### src/design/urd_pkg.sv
// shared constants, types and helpers for unsigned_to_radix_digits
// no dependencies
package urd_pkg;

  localparam int VALUE_W        = 64;
  localparam int RADIX_W        = 6;
  localparam int CHAR_W         = 7;
  localparam int COUNT_W        = 7;
  localparam int CHUNK_W        = 8;
  localparam int QUEUE_DEPTH    = 2;
  localparam int OUT_DEPTH      = 2;
  localparam int VALUE_BITS_DEF = 64;
  localparam int MAX_DIGITS_DEF = 64;

  localparam logic [RADIX_W-1:0] RADIX_RESET = 6'd10;
  localparam logic [RADIX_W-1:0] RADIX_MIN   = 6'd2;
  localparam logic [RADIX_W-1:0] RADIX_MAX   = 6'd36;
  localparam logic [RADIX_W-1:0] DEC_LIMIT   = 6'd10;
  localparam logic [CHAR_W-1:0]  CHAR_ZERO   = 7'h30;
  localparam logic [CHAR_W-1:0]  CHAR_A      = 7'h41;

  // divide unit control and status
  typedef struct packed {
    logic go;
    logic load;
  } div_ctrl_t;

  typedef struct packed {
    logic done;
    logic quo_zero;
  } div_stat_t;

  function automatic logic [CHAR_W-1:0] digit_to_char(input logic [RADIX_W-1:0] d);
    logic [CHAR_W-1:0] c;
    if (d < DEC_LIMIT) begin
      c = CHAR_ZERO + CHAR_W'(d);
    end else begin
      c = CHAR_A + CHAR_W'(d - DEC_LIMIT);
    end
    return c;
  endfunction

endpackage

### src/design/unsigned_to_radix_digits.sv
// top level of the unsigned-to-radix-digit converter
// depends on urd_pkg, urd_front, urd_div and urd_back
//
// Converts each unsigned value pushed on the input queue into ASCII digits in the
// configured base (2 to 36, reset 10; codes 0 and 1 act as 2, codes above 36 act
// as 36) and delivers one result per digit, most significant first, '0'-'9' then
// 'A'-'Z'. Zero gives the single digit '0'. The final digit carries last_digit, and
// every digit carries the total digit count; a number needing more than MAX_DIGITS
// digits yields only its MAX_DIGITS least significant ones. The radix may only be
// written while the block is idle. One number is converted at a time. For each
// digit the divide unit takes in the remaining quotient, then divides it one byte
// at a time, starting from its highest nonzero byte (the byte-wide divide unit is
// the bottleneck); then the digits stream out of the digit store at one per cycle
// while the result queue has room. Up to two requests wait in the input queue and
// up to two results in the output queue, so each side may stall independently.
module unsigned_to_radix_digits import urd_pkg::*; #(
  parameter int VALUE_BITS = VALUE_BITS_DEF,
  parameter int MAX_DIGITS = MAX_DIGITS_DEF
) (
  input  logic               clk,
  input  logic               rst_n,
  // request queue side
  input  logic               in_push,
  output logic               in_full,
  input  logic [VALUE_W-1:0] in_value,
  // result queue side
  output logic               out_empty,
  input  logic               out_pop,
  output logic [CHAR_W-1:0]  out_digit_char,
  output logic               out_last_digit,
  output logic [COUNT_W-1:0] out_digit_count,
  // radix register write
  input  logic               cfg_valid,
  output logic               cfg_ready,
  input  logic [RADIX_W-1:0] cfg_data
);

  // front to back queue
  logic                  q_valid;
  logic                  q_take;
  logic [VALUE_BITS-1:0] q_value;
  logic [RADIX_W-1:0]    q_radix;

  // sequencer to divide unit
  div_ctrl_t             div_ctrl;
  div_stat_t             div_stat;
  logic [RADIX_W-1:0]    div_digit;

  // front: radix register, base clamping, value masking and request queue
  urd_front #(
    .VALUE_BITS(VALUE_BITS)
  ) u_front (
    .clk      (clk),
    .rst_n    (rst_n),
    .in_push  (in_push),
    .in_full  (in_full),
    .in_value (in_value),
    .cfg_valid(cfg_valid),
    .cfg_ready(cfg_ready),
    .cfg_data (cfg_data),
    .q_valid  (q_valid),
    .q_value  (q_value),
    .q_radix  (q_radix),
    .q_take   (q_take)
  );

  // divide unit: quotient kept in place, remainder is the next digit
  urd_div #(
    .VALUE_BITS(VALUE_BITS)
  ) u_div (
    .clk     (clk),
    .rst_n   (rst_n),
    .ctrl    (div_ctrl),
    .value_in(q_value),
    .radix_in(q_radix),
    .stat    (div_stat),
    .digit   (div_digit)
  );

  // back: collects digits, then replays them in reverse into the result queue
  urd_back #(
    .MAX_DIGITS(MAX_DIGITS)
  ) u_back (
    .clk            (clk),
    .rst_n          (rst_n),
    .q_valid        (q_valid),
    .q_take         (q_take),
    .div_ctrl       (div_ctrl),
    .div_stat       (div_stat),
    .div_digit      (div_digit),
    .out_empty      (out_empty),
    .out_pop        (out_pop),
    .out_digit_char (out_digit_char),
    .out_last_digit (out_last_digit),
    .out_digit_count(out_digit_count)
  );

endmodule

### src/design/urd_front.sv
// front part: radix register, request acceptance and a short request queue
// depends on urd_pkg
module urd_front import urd_pkg::*; #(
  parameter int VALUE_BITS = VALUE_BITS_DEF
) (
  input  logic                  clk,
  input  logic                  rst_n,
  input  logic                  in_push,
  output logic                  in_full,
  input  logic [VALUE_W-1:0]    in_value,
  input  logic                  cfg_valid,
  output logic                  cfg_ready,
  input  logic [RADIX_W-1:0]    cfg_data,
  output logic                  q_valid,
  output logic [VALUE_BITS-1:0] q_value,
  output logic [RADIX_W-1:0]    q_radix,
  input  logic                  q_take
);

  localparam int PTR_W = $clog2(QUEUE_DEPTH);
  localparam int CNT_W = $clog2(QUEUE_DEPTH + 1);

  logic [RADIX_W-1:0]    radix_r;
  logic [RADIX_W-1:0]    radix_eff;
  logic [VALUE_BITS-1:0] val_q_r [QUEUE_DEPTH];
  logic [RADIX_W-1:0]    rad_q_r [QUEUE_DEPTH];
  logic [PTR_W-1:0]      wr_ptr_r, wr_ptr_nxt;
  logic [PTR_W-1:0]      rd_ptr_r, rd_ptr_nxt;
  logic [CNT_W-1:0]      cnt_r, cnt_nxt;
  logic                  push;

  assign cfg_ready = 1'b1;

  always_ff @(posedge clk) begin
    if (!rst_n) begin
      radix_r <= RADIX_RESET;
    end else if (cfg_valid && cfg_ready) begin
      radix_r <= cfg_data;
    end
  end

  // out-of-range bases fold onto the nearest legal one
  always_comb begin
    if (radix_r inside {[6'd0:6'd1]}) begin
      radix_eff = RADIX_MIN;
    end else if (radix_r inside {[6'd37:6'd63]}) begin
      radix_eff = RADIX_MAX;
    end else begin
      radix_eff = radix_r;
    end
  end

  assign in_full = (cnt_r == CNT_W'(QUEUE_DEPTH));
  assign push    = in_push && !in_full;
  assign q_valid = (cnt_r != '0);
  assign q_value = val_q_r[rd_ptr_r];
  assign q_radix = rad_q_r[rd_ptr_r];

  always_comb begin
    wr_ptr_nxt = wr_ptr_r;
    rd_ptr_nxt = rd_ptr_r;
    cnt_nxt    = cnt_r;
    if (push) begin
      wr_ptr_nxt = (wr_ptr_r == PTR_W'(QUEUE_DEPTH - 1)) ? '0 : wr_ptr_r + PTR_W'(1);
    end
    if (q_take) begin
      rd_ptr_nxt = (rd_ptr_r == PTR_W'(QUEUE_DEPTH - 1)) ? '0 : rd_ptr_r + PTR_W'(1);
    end
    if (push && !q_take) begin
      cnt_nxt = cnt_r + CNT_W'(1);
    end else if (!push && q_take) begin
      cnt_nxt = cnt_r - CNT_W'(1);
    end
  end

  always_ff @(posedge clk) begin
    if (!rst_n) begin
      wr_ptr_r <= '0;
      rd_ptr_r <= '0;
      cnt_r    <= '0;
    end else begin
      wr_ptr_r <= wr_ptr_nxt;
      rd_ptr_r <= rd_ptr_nxt;
      cnt_r    <= cnt_nxt;
    end
  end

  always_ff @(posedge clk) begin
    if (push) begin
      val_q_r[wr_ptr_r] <= in_value[VALUE_BITS-1:0];
      rad_q_r[wr_ptr_r] <= radix_eff;
    end
  end

endmodule

### src/design/urd_div.sv
// iterative divide-by-radix unit, one byte of the dividend per cycle
// depends on urd_pkg
module urd_div import urd_pkg::*; #(
  parameter int VALUE_BITS = VALUE_BITS_DEF
) (
  input  logic                  clk,
  input  logic                  rst_n,
  input  div_ctrl_t             ctrl,
  input  logic [VALUE_BITS-1:0] value_in,
  input  logic [RADIX_W-1:0]    radix_in,
  output div_stat_t             stat,
  output logic [RADIX_W-1:0]    digit
);

  localparam int CHUNKS = (VALUE_BITS + CHUNK_W - 1) / CHUNK_W;
  localparam int PAD_W  = CHUNKS * CHUNK_W;
  localparam int IDX_W  = (CHUNKS > 1) ? $clog2(CHUNKS) : 1;

  logic [PAD_W-1:0]   val_r, val_nxt;
  logic [RADIX_W-1:0] rem_r, rem_nxt;
  logic [RADIX_W-1:0] radix_r, radix_nxt;
  logic [IDX_W-1:0]   idx_r, idx_nxt;
  logic               busy_r, busy_nxt;
  logic               done_r, done_nxt;
  logic [PAD_W-1:0]   src;
  logic [IDX_W-1:0]   top;
  logic [CHUNK_W-1:0] chunk_in;
  logic [CHUNK_W-1:0] chunk_q;
  logic [RADIX_W-1:0] rem_step;

  assign src = ctrl.load ? PAD_W'(value_in) : val_r;

  // highest nonzero byte: leading zero bytes are skipped
  always_comb begin
    top = '0;
    for (int c = 0; c < CHUNKS; c++) begin
      if (src[c*CHUNK_W +: CHUNK_W] != '0) begin
        top = IDX_W'(c);
      end
    end
  end

  // restoring long division over one byte
  always_comb begin
    logic [RADIX_W:0]   t;
    logic [RADIX_W-1:0] r;
    chunk_in = val_r[idx_r*CHUNK_W +: CHUNK_W];
    r        = rem_r;
    chunk_q  = '0;
    for (int b = CHUNK_W - 1; b >= 0; b--) begin
      t = {r, chunk_in[b]};
      if (t >= {1'b0, radix_r}) begin
        chunk_q[b] = 1'b1;
        r          = RADIX_W'(t - {1'b0, radix_r});
      end else begin
        r = t[RADIX_W-1:0];
      end
    end
    rem_step = r;
  end

  always_comb begin
    val_nxt   = val_r;
    rem_nxt   = rem_r;
    radix_nxt = radix_r;
    idx_nxt   = idx_r;
    busy_nxt  = busy_r;
    done_nxt  = 1'b0;
    if (ctrl.go) begin
      val_nxt  = src;
      rem_nxt  = '0;
      idx_nxt  = top;
      busy_nxt = 1'b1;
      if (ctrl.load) begin
        radix_nxt = radix_in;
      end
    end else if (busy_r) begin
      val_nxt[idx_r*CHUNK_W +: CHUNK_W] = chunk_q;
      rem_nxt = rem_step;
      if (idx_r == '0) begin
        busy_nxt = 1'b0;
        done_nxt = 1'b1;
      end else begin
        idx_nxt = idx_r - IDX_W'(1);
      end
    end
  end

  always_ff @(posedge clk) begin
    if (!rst_n) begin
      busy_r <= 1'b0;
      done_r <= 1'b0;
    end else begin
      busy_r <= busy_nxt;
      done_r <= done_nxt;
    end
  end

  always_ff @(posedge clk) begin
    val_r   <= val_nxt;
    rem_r   <= rem_nxt;
    radix_r <= radix_nxt;
    idx_r   <= idx_nxt;
  end

  assign stat.done     = done_r;
  assign stat.quo_zero = (val_r == '0);
  assign digit         = rem_r;

endmodule

### src/design/urd_back.sv
// back part: digit sequencer, digit store and result queue
// depends on urd_pkg
module urd_back import urd_pkg::*; #(
  parameter int MAX_DIGITS = MAX_DIGITS_DEF
) (
  input  logic               clk,
  input  logic               rst_n,
  input  logic               q_valid,
  output logic               q_take,
  output div_ctrl_t          div_ctrl,
  input  div_stat_t          div_stat,
  input  logic [RADIX_W-1:0] div_digit,
  output logic               out_empty,
  input  logic               out_pop,
  output logic [CHAR_W-1:0]  out_digit_char,
  output logic               out_last_digit,
  output logic [COUNT_W-1:0] out_digit_count
);

  localparam int AW    = $clog2(MAX_DIGITS);
  localparam int CW    = $clog2(MAX_DIGITS + 1);
  localparam int OPW   = $clog2(OUT_DEPTH);
  localparam int OCW   = $clog2(OUT_DEPTH + 1);

  typedef enum logic [2:0] {
    ST_IDLE = 3'b001,
    ST_DIV  = 3'b010,
    ST_EMIT = 3'b100
  } back_state_t;

  back_state_t        state_r, state_nxt;
  logic [CW-1:0]      n_r, n_nxt;
  logic [CW-1:0]      rd_left_r, rd_left_nxt;
  logic [CW-1:0]      rd_idx;
  logic [CW-1:0]      n_inc;
  logic               wr_en;
  logic               issue;
  logic               can_issue;

  logic [RADIX_W-1:0] store [MAX_DIGITS];
  logic [RADIX_W-1:0] rd_data_r;
  logic               rd_valid_r;
  logic               rd_last_r;
  logic [CW-1:0]      rd_cnt_r;

  logic [CHAR_W-1:0]  oq_char_r  [OUT_DEPTH];
  logic               oq_last_r  [OUT_DEPTH];
  logic [COUNT_W-1:0] oq_count_r [OUT_DEPTH];
  logic [OPW-1:0]     oq_wr_r, oq_wr_nxt;
  logic [OPW-1:0]     oq_rd_r, oq_rd_nxt;
  logic [OCW-1:0]     oq_cnt_r, oq_cnt_nxt;
  logic               pop;
  logic [OCW:0]       occ;

  assign n_inc  = n_r + CW'(1);
  assign rd_idx = rd_left_r - CW'(1);
  assign pop    = out_pop && !out_empty;

  // room counts reads in flight and a pop in this cycle
  assign occ       = (OCW+1)'(oq_cnt_r) + (OCW+1)'(rd_valid_r) - (OCW+1)'(pop);
  assign can_issue = (occ < (OCW+1)'(OUT_DEPTH));

  always_comb begin
    state_nxt     = state_r;
    n_nxt         = n_r;
    rd_left_nxt   = rd_left_r;
    q_take        = 1'b0;
    div_ctrl.go   = 1'b0;
    div_ctrl.load = 1'b0;
    wr_en         = 1'b0;
    issue         = 1'b0;
    case (state_r)
      ST_IDLE: begin
        if (q_valid) begin
          q_take        = 1'b1;
          div_ctrl.go   = 1'b1;
          div_ctrl.load = 1'b1;
          n_nxt         = '0;
          state_nxt     = ST_DIV;
        end
      end
      ST_DIV: begin
        if (div_stat.done) begin
          wr_en = 1'b1;
          n_nxt = n_inc;
          if (div_stat.quo_zero || n_inc == CW'(MAX_DIGITS)) begin
            rd_left_nxt = n_inc;
            state_nxt   = ST_EMIT;
          end else begin
            div_ctrl.go = 1'b1;
          end
        end
      end
      ST_EMIT: begin
        if (can_issue) begin
          issue       = 1'b1;
          rd_left_nxt = rd_idx;
          if (rd_left_r == CW'(1)) begin
            state_nxt = ST_IDLE;
          end
        end
      end
      default: begin
        state_nxt = ST_IDLE;
      end
    endcase
  end

  always_ff @(posedge clk) begin
    if (!rst_n) begin
      state_r    <= ST_IDLE;
      n_r        <= '0;
      rd_left_r  <= '0;
      rd_valid_r <= 1'b0;
    end else begin
      state_r    <= state_nxt;
      n_r        <= n_nxt;
      rd_left_r  <= rd_left_nxt;
      rd_valid_r <= issue;
    end
  end

  // digit store, least significant digit at the lowest address
  always_ff @(posedge clk) begin
    if (wr_en) begin
      store[n_r[AW-1:0]] <= div_digit;
    end
    if (issue) begin
      rd_data_r <= store[rd_idx[AW-1:0]];
      rd_last_r <= (rd_left_r == CW'(1));
      rd_cnt_r  <= n_r;
    end
  end

  // result queue
  always_comb begin
    oq_wr_nxt  = oq_wr_r;
    oq_rd_nxt  = oq_rd_r;
    oq_cnt_nxt = oq_cnt_r;
    if (rd_valid_r) begin
      oq_wr_nxt = (oq_wr_r == OPW'(OUT_DEPTH - 1)) ? '0 : oq_wr_r + OPW'(1);
    end
    if (pop) begin
      oq_rd_nxt = (oq_rd_r == OPW'(OUT_DEPTH - 1)) ? '0 : oq_rd_r + OPW'(1);
    end
    if (rd_valid_r && !pop) begin
      oq_cnt_nxt = oq_cnt_r + OCW'(1);
    end else if (!rd_valid_r && pop) begin
      oq_cnt_nxt = oq_cnt_r - OCW'(1);
    end
  end

  always_ff @(posedge clk) begin
    if (!rst_n) begin
      oq_wr_r  <= '0;
      oq_rd_r  <= '0;
      oq_cnt_r <= '0;
    end else begin
      oq_wr_r  <= oq_wr_nxt;
      oq_rd_r  <= oq_rd_nxt;
      oq_cnt_r <= oq_cnt_nxt;
    end
  end

  always_ff @(posedge clk) begin
    if (rd_valid_r) begin
      oq_char_r[oq_wr_r]  <= digit_to_char(rd_data_r);
      oq_last_r[oq_wr_r]  <= rd_last_r;
      oq_count_r[oq_wr_r] <= COUNT_W'(rd_cnt_r);
    end
  end

  assign out_empty       = (oq_cnt_r == '0);
  assign out_digit_char  = oq_char_r[oq_rd_r];
  assign out_last_digit  = oq_last_r[oq_rd_r];
  assign out_digit_count = oq_count_r[oq_rd_r];

endmodule

### config.mk
export PLATFORM = sky130hd
export DESIGN_NAME = unsigned_to_radix_digits
export DESIGN_NICKNAME = d
export VERILOG_FILES = /design/src/design/urd_pkg.sv /design/src/design/unsigned_to_radix_digits.sv /design/src/design/urd_front.sv /design/src/design/urd_div.sv /design/src/design/urd_back.sv
export SDC_FILE = /design/constraint.sdc
export NUM_CORES = 1
export LEC_CHECK = 0
export BUFFER_PORTS_ARGS = -buffer_cell sky130_fd_sc_hd__buf_2
export CAP_MARGIN = 20
export CORE_MARGIN = 10
export CORE_UTILIZATION = 60
export DETAILED_ROUTE_END_ITERATION = 12
export GPL_TIMING_DRIVEN = 0
export PLACE_DENSITY = 0.86
export REMOVE_ABC_BUFFERS = 1
export SYNTH_ARGS = -nofsm -noshare
export SYNTH_HDL_FRONTEND = slang
export SYNTH_SLANG_ARGS = --single-unit
export TNS_END_PERCENT = 1
### constraint.sdc
create_clock -name clk -period 28.4 [get_ports clk]
set_clock_uncertainty 0.05 [all_clocks]
set_input_delay 2.84 -clock clk [delete_from_list [all_inputs] [get_ports clk]]
set_output_delay 2.84 -clock clk [all_outputs]
set_load 0.01 [all_outputs]
==> out/results.txt, run 1 <==
post-route ant nets -> 0
crit path from -> u_div.idx_r[0]
largest net degree at the start of global routing -> 124
met1 Use GR -> 35.2%
slowest stage delay, CP -> 770 ps
die area -> 60400 sq um
detailed-route wire length -> 84800 um
Most Crowded Layer GR -> met2
status -> finished clean
Worst R2R Start -> u_div.idx_r[0]
crit path to -> u_div.digit[1]
Slew Limit Fails -> 0
Crit path required time -> 28810 ps
Clock H-tree levels -> 3
port bufs -> 91
post-synthesis sequential area ratio -> 65.7%
total number of vias -> 19607
CP most frequent cell -> ha_1
vias in the first global route -> 19708
# setup viols final -> 0
first-pass GRT wire length -> 126000 um
Tightest Pin Transition -> 1120 ps
Max Buffers Root-to-Sink -> 3
Congestion Overflow GR -> 0
Final GP Congestion -> 0.926
Max Cap Violations -> 0
Post-CTS Resized -> 0
crit share post-route -> 76.8%
Yosys top cell area share -> 63.0%
crit path DAT -> 22230 ps
Worst-Skew Late Latency -> 620 ps
setup TNS -> 0 ps
EDFF count, synth -> 641
Netlist cell types -> 79
vias per cell -> 7.03
initial antenna violation count -> 6
Post-route DRC -> 0
layout cells sized above 1 -> 20.6%
fmax -> 45.8 MHz
Total Routing Usage GR -> 28.0%
most common cell after layout, fill and taps aside -> edfxtp_1
startpoint class of the critical path -> flop
fillers -> 3014
Initial Util -> 60.8%
FF-to-FF End -> u_div.digit[1]
NumNets Final -> 2202
initial drt markers -> 3014
min Tclk post-route -> 21820 ps
synthesis-to-layout area growth -> 12.5%
clock-pin slew on the worst setup and hold paths -> 70 ps
CTS buffer count -> 69
flop2flop setup slack -> 6580 ps
WL/cell -> 30.4 um
CTS Hold Bufs -> 0
min-delay src -> u_back.rd_cnt_r[5]
CTS root buf -> clkbuf_16
CP Capture Type -> flop
reg2reg path depth -> 74
Main synth FF type -> edfxtp_1
most frequent cells in the layout -> edfxtp_1 (641), nor2_1 (189), mux4_2 (142), a21oi_1 (100), mux2i_1 (95)
dominant cell type by area after synthesis -> edfxtp_1
met2 Use GR -> 44.8%
Hold Crit Class -> flop to flop
CTS tree -> done
Post-CTS Setup Inserts -> 0
Crit Path Max Fanout -> 19
CTS sink cnt -> 683
Avg Cell Area, Syn -> 15.6 sq um
final-report hold violation count -> 0
I/O Pins -> 93
ys async rst share -> 0%
number of warnings issued by yosys -> 0
DRT Pass-1 Iters -> 7
CP max stage cell -> a221o_1
Cells after Synth -> 1963
core area -> 50300 sq um
Post-DP HPWL -> 50700 um
met3 Track Usage GR -> 6.82%
largest cells by area after synthesis -> edfxtp_1 (63%), mux4_2 (10%), mux2i_1 (3.1%), dfxtp_1 (2.8%), ha_1 (2.4%)
Hold WS -> 406 ps
RSZ-0062 raised after global routing -> no
post-synthesis cell area -> 30600 sq um
critical path class -> flop to flop
height of the die -> 246 um
Die Wd -> 246 um
flops & latches, synth -> 683
slew margin rel. -> 25.1%
row count -> 82
[flip-flops by register name (all words and copies together) (netlist names), 12 cells and up, named ones only]
| signal | cells |
|---|---|
| u_back.store | 384 |
| u_front.val_q_r | 128 |
| u_div.val_r | 64 |
| u_back.oq_char_r | 14 |
| u_back.oq_count_r | 14 |
| u_front.rad_q_r | 12 |
[through the flow]
stage | utilization (%) | cell area, sq um | cells | worst slack, ps
2_1_floorplan | - | 30200 | 1870 | 11430
6_report | 68.4 | 34400 | 2788 | 6580
4_1_cts | 68.3 | 34300 | 2780 | 7020
3_3_place_gp | 62.7 | 31500 | 2633 | 7180
3_5_place_dp | 63.6 | 32000 | 2654 | 7230
5_1_grt | 68.3 | 34400 | 2786 | 5530
[how the worst min path moves through the flow]
stage	end	depth (start not counted)
floorplan	u_back.oq_count_r[0][0]	0
global placement	u_back.oq_count_r[1][5]	0
detailed placement	u_back.oq_count_r[0][5]	0
CTS	u_back.oq_count_r[0][5]	0
global route	u_back.oq_count_r[0][5]	0
finish	u_back.oq_count_r[0][5]	0
[logic make-up after synthesis]
family	after synthesis	share of synthesized area, %
xor+xnor	44	1.26
fa+ha+maj	69	3.04
other cells	1	0.0123
compound gates	294	6.08
mux	271	14.9
buf+inv	141	1.75
flops	683	65.7
simple gates	460	7.21
[synth_stat cells (6+ instances only)]
| library cell | instances |
|---|---|
| nand4_1 | 19 |
| and3_1 | 10 |
| or3_1 | 8 |
| nor3b_1 | 6 |
| a211oi_1 | 9 |
| buf_1 | 12 |
| nand3_1 | 35 |
| nand2_1 | 75 |
| nor3_1 | 18 |
| o21ai_0 | 49 |
| nor4_1 | 22 |
| a21oi_1 | 101 |
| o21a_1 | 6 |
| o32ai_1 | 6 |
| and4_1 | 7 |
| ha_1 | 59 |
| a21boi_0 | 7 |
| mux4_2 | 142 |
| nor2b_1 | 23 |
| dfxtp_1 | 42 |
| a31oi_1 | 8 |
| mux2i_1 | 95 |
| a21o_1 | 14 |
| nand2b_1 | 18 |
| o22ai_1 | 44 |
| xor2_1 | 14 |
| nor2_1 | 190 |
| fa_1 | 9 |
| xnor2_1 | 30 |
| mux2_2 | 30 |
| and2_1 | 14 |
| inv_1 | 45 |
| clkbuf_1 | 78 |
| edfxtp_1 | 641 |
[worst max-delay path, delay by kind of cell, from the launching register on]
family / cells / cell delay, ps
mux: 10 / 4350
simple gates: 17 / 4260
compound gates: 34 / 9100
fa+ha+maj: 8 / 2560
flops: 1 / 720
buf+inv: 5 / 570
[area by class of cell]
cell class / instances / area, sq um / area share (%)
antenna: 2 / 5.00 / 0.0146
clock inverter: 37 / 454 / 1.32
inverter: 48 / 185 / 0.539
clock buffer: 89 / 1860 / 5.42
timing repair buffer: 118 / 910 / 2.65
multi-input combinational: 1139 / 10000 / 29.1
sequential: 683 / 20100 / 58.5
tap: 672 / 841 / 2.45
[routing by layer]
layer	wire, um	vias up
li1	-	7938
met1	28600	9584
met2	40800	1713
met3	10400	364
met4	4890	8
met5	57	-
Power of run 1 is not shown: default switching activity piles up to over one toggle a cycle in this logic, so the estimate is an artifact.
==> run 2: changes to the inputs <==
clock period = 20.7 ns   (was 28.4 ns; I/O delays follow)
==> out/results.txt, run 2 (synthesis results as in run 1) <==
fillers -> 2992 (-0.73%)
port bufs -> 91 (unchanged)
Crit path required time -> 21110 ps (-7700 ps)
status -> finished clean
CTS tree -> done
CP max stage cell -> mux2i_1
slowest stage delay, CP -> 510 ps (-260 ps)
initial antenna violation count -> 7 (+1)
CTS Hold Bufs -> 0 (unchanged)
fin util -> 68.8% (+0.41 points)
vias in the first global route -> 19730 (+0.11%)
Slew Limit Fails -> 0 (unchanged)
height of the die -> 246 um (unchanged)
CTS buffer count -> 69 (unchanged)
flop2flop setup slack -> 900 ps (-5680 ps)
Post-route DRC -> 0 (unchanged)
DRT Pass-1 Iters -> 8 (+1)
largest net degree at the start of global routing -> 124 (unchanged)
WHS Path Cells -> 0 (unchanged)
CTS root buf -> clkbuf_16
FF-to-FF End -> u_div.digit[1]
total number of vias -> 19631 (+0.12%)
NumNets Final -> 2228 (+1.2%)
slew margin rel. -> 25.4% (+0.25 points)
setup TNS -> 0 ps (unchanged)
reg2reg path depth -> 76 (+2.7%)
Tightest Pin Transition -> 1110 ps (-3.71 ps)
startpoint class of the critical path -> flop
vias per cell -> 6.97 (-0.84%)
row count -> 82 (unchanged)
# setup viols final -> 0 (unchanged)
critical path class -> flop to flop
CP Capture Type -> flop
Setup WS post-layout -> 904 ps (-5680 ps)
Final GP Congestion -> 0.926 (unchanged)
fmax -> 50.5 MHz (+10%)
WHS Endpoint -> u_back.oq_count_r[0][5]
min Tclk post-route -> 19800 ps (-2020 ps)
layout cells sized above 1 -> 21.8% (+1.2 points)
synthesis-to-layout area growth -> 13.1%
Initial Util -> 60.8% (unchanged)
most common cell after layout, fill and taps aside -> edfxtp_1
core area -> 50300 sq um (unchanged)
clock-pin slew on the worst setup and hold paths -> 70 ps (about the same)
max reg flops -> 384 (unchanged)
die area -> 60400 sq um (unchanged)
most frequent cells in the layout -> edfxtp_1 (641), nor2_1 (189), mux4_2 (142), a21oi_1 (100), mux2i_1 (95)
Clock H-tree levels -> 3 (unchanged)
Congestion Overflow GR -> 0 (unchanged)
final-report hold violation count -> 0 (unchanged)
crit path from -> u_div.idx_r[0]
delay-heaviest family, CP -> compound AO/OA/AOI/OAI gates
Die Wd -> 246 um (unchanged)
CTS sink cnt -> 683 (unchanged)
Hold Crit Class -> flop to flop
Max Buffers Root-to-Sink -> 3 (unchanged)
min-delay src -> u_back.rd_cnt_r[5]
I/O Pins -> 93 (unchanged)
Worst R2R Start -> u_div.idx_r[0]
Post-DP HPWL -> 50700 um (unchanged)
WL/cell -> 30.2 um (-0.78%)
Crit Path Max Fanout -> 14 (-5)
crit path DAT -> 20210 ps (-2020 ps)
first-pass GRT wire length -> 126000 um (about the same)
Max Cap Violations -> 0 (unchanged)
Total Routing Usage GR -> 28.0% (about the same)
crit share post-route -> 95.6% (+19 points)
Bufs and invs on worst path -> 6 (+1)
Placement Setup Slack -> -471 ps (-7700 ps)
detailed-route wire length -> 84900 um (+0.18%)
CP most frequent cell -> ha_1
post-route ant nets -> 0 (unchanged)
initial drt markers -> 2995 (-0.63%)
Worst-Skew Late Latency -> 630 ps (about the same)
## run 2: area by class of cell
class	instances	area, sq um	area share (%)
Sequential cell	683	20100	58.2
Multi-Input combinational cell	1139	10000	29.0
Clock buffer	89	1860	5.39
Timing Repair Buffer	144	1090	3.16
Tap cell	672	841	2.43
Clock inverter	37	454	1.31
Inverter	48	189	0.547
Antenna cell	3	7.51	0.0217
## run 2: worst max-delay path by stage
stage | to | slack, ps | depth (start not counted)
4_1_cts | u_div.digit[1] | 120 | 74
5_1_grt | u_div.digit[1] | -8 | 78
3_5_place_dp | u_div.val_r[0] | -470 | 74
3_3_place_gp | u_div.val_r[40] | -520 | 72
2_1_floorplan | u_div.val_r[16] | 3730 | 74
6_report | u_div.digit[1] | 900 | 76
## run 2: through the flow
step           hold WS [ps]  cell area (sq um)  instances
6_report                405              34600       2815
2_1_floorplan           371              30200       1870
4_1_cts                 398              34300       2781
3_3_place_gp            372              31500       2633
5_1_grt                 408              34600       2812
3_5_place_dp            380              32000       2654
## run 2: timing repair
item,4_1_cts,5_1_grt
setup buffers,1,26
pin swaps,0,1
setup endpoints to repair,14,14
resized for setup,2,3
## run 2: layer usage
layer,part of all wire (%),GRT usage (%),vias up
met1,34,35.1,9612
met3,12,6.90,367
met2,48,44.7,1658
met5,0.040,0,-
li1,-,-,7988
met4,6.0,14.6,6
Power of run 2 is left out for the same reason.
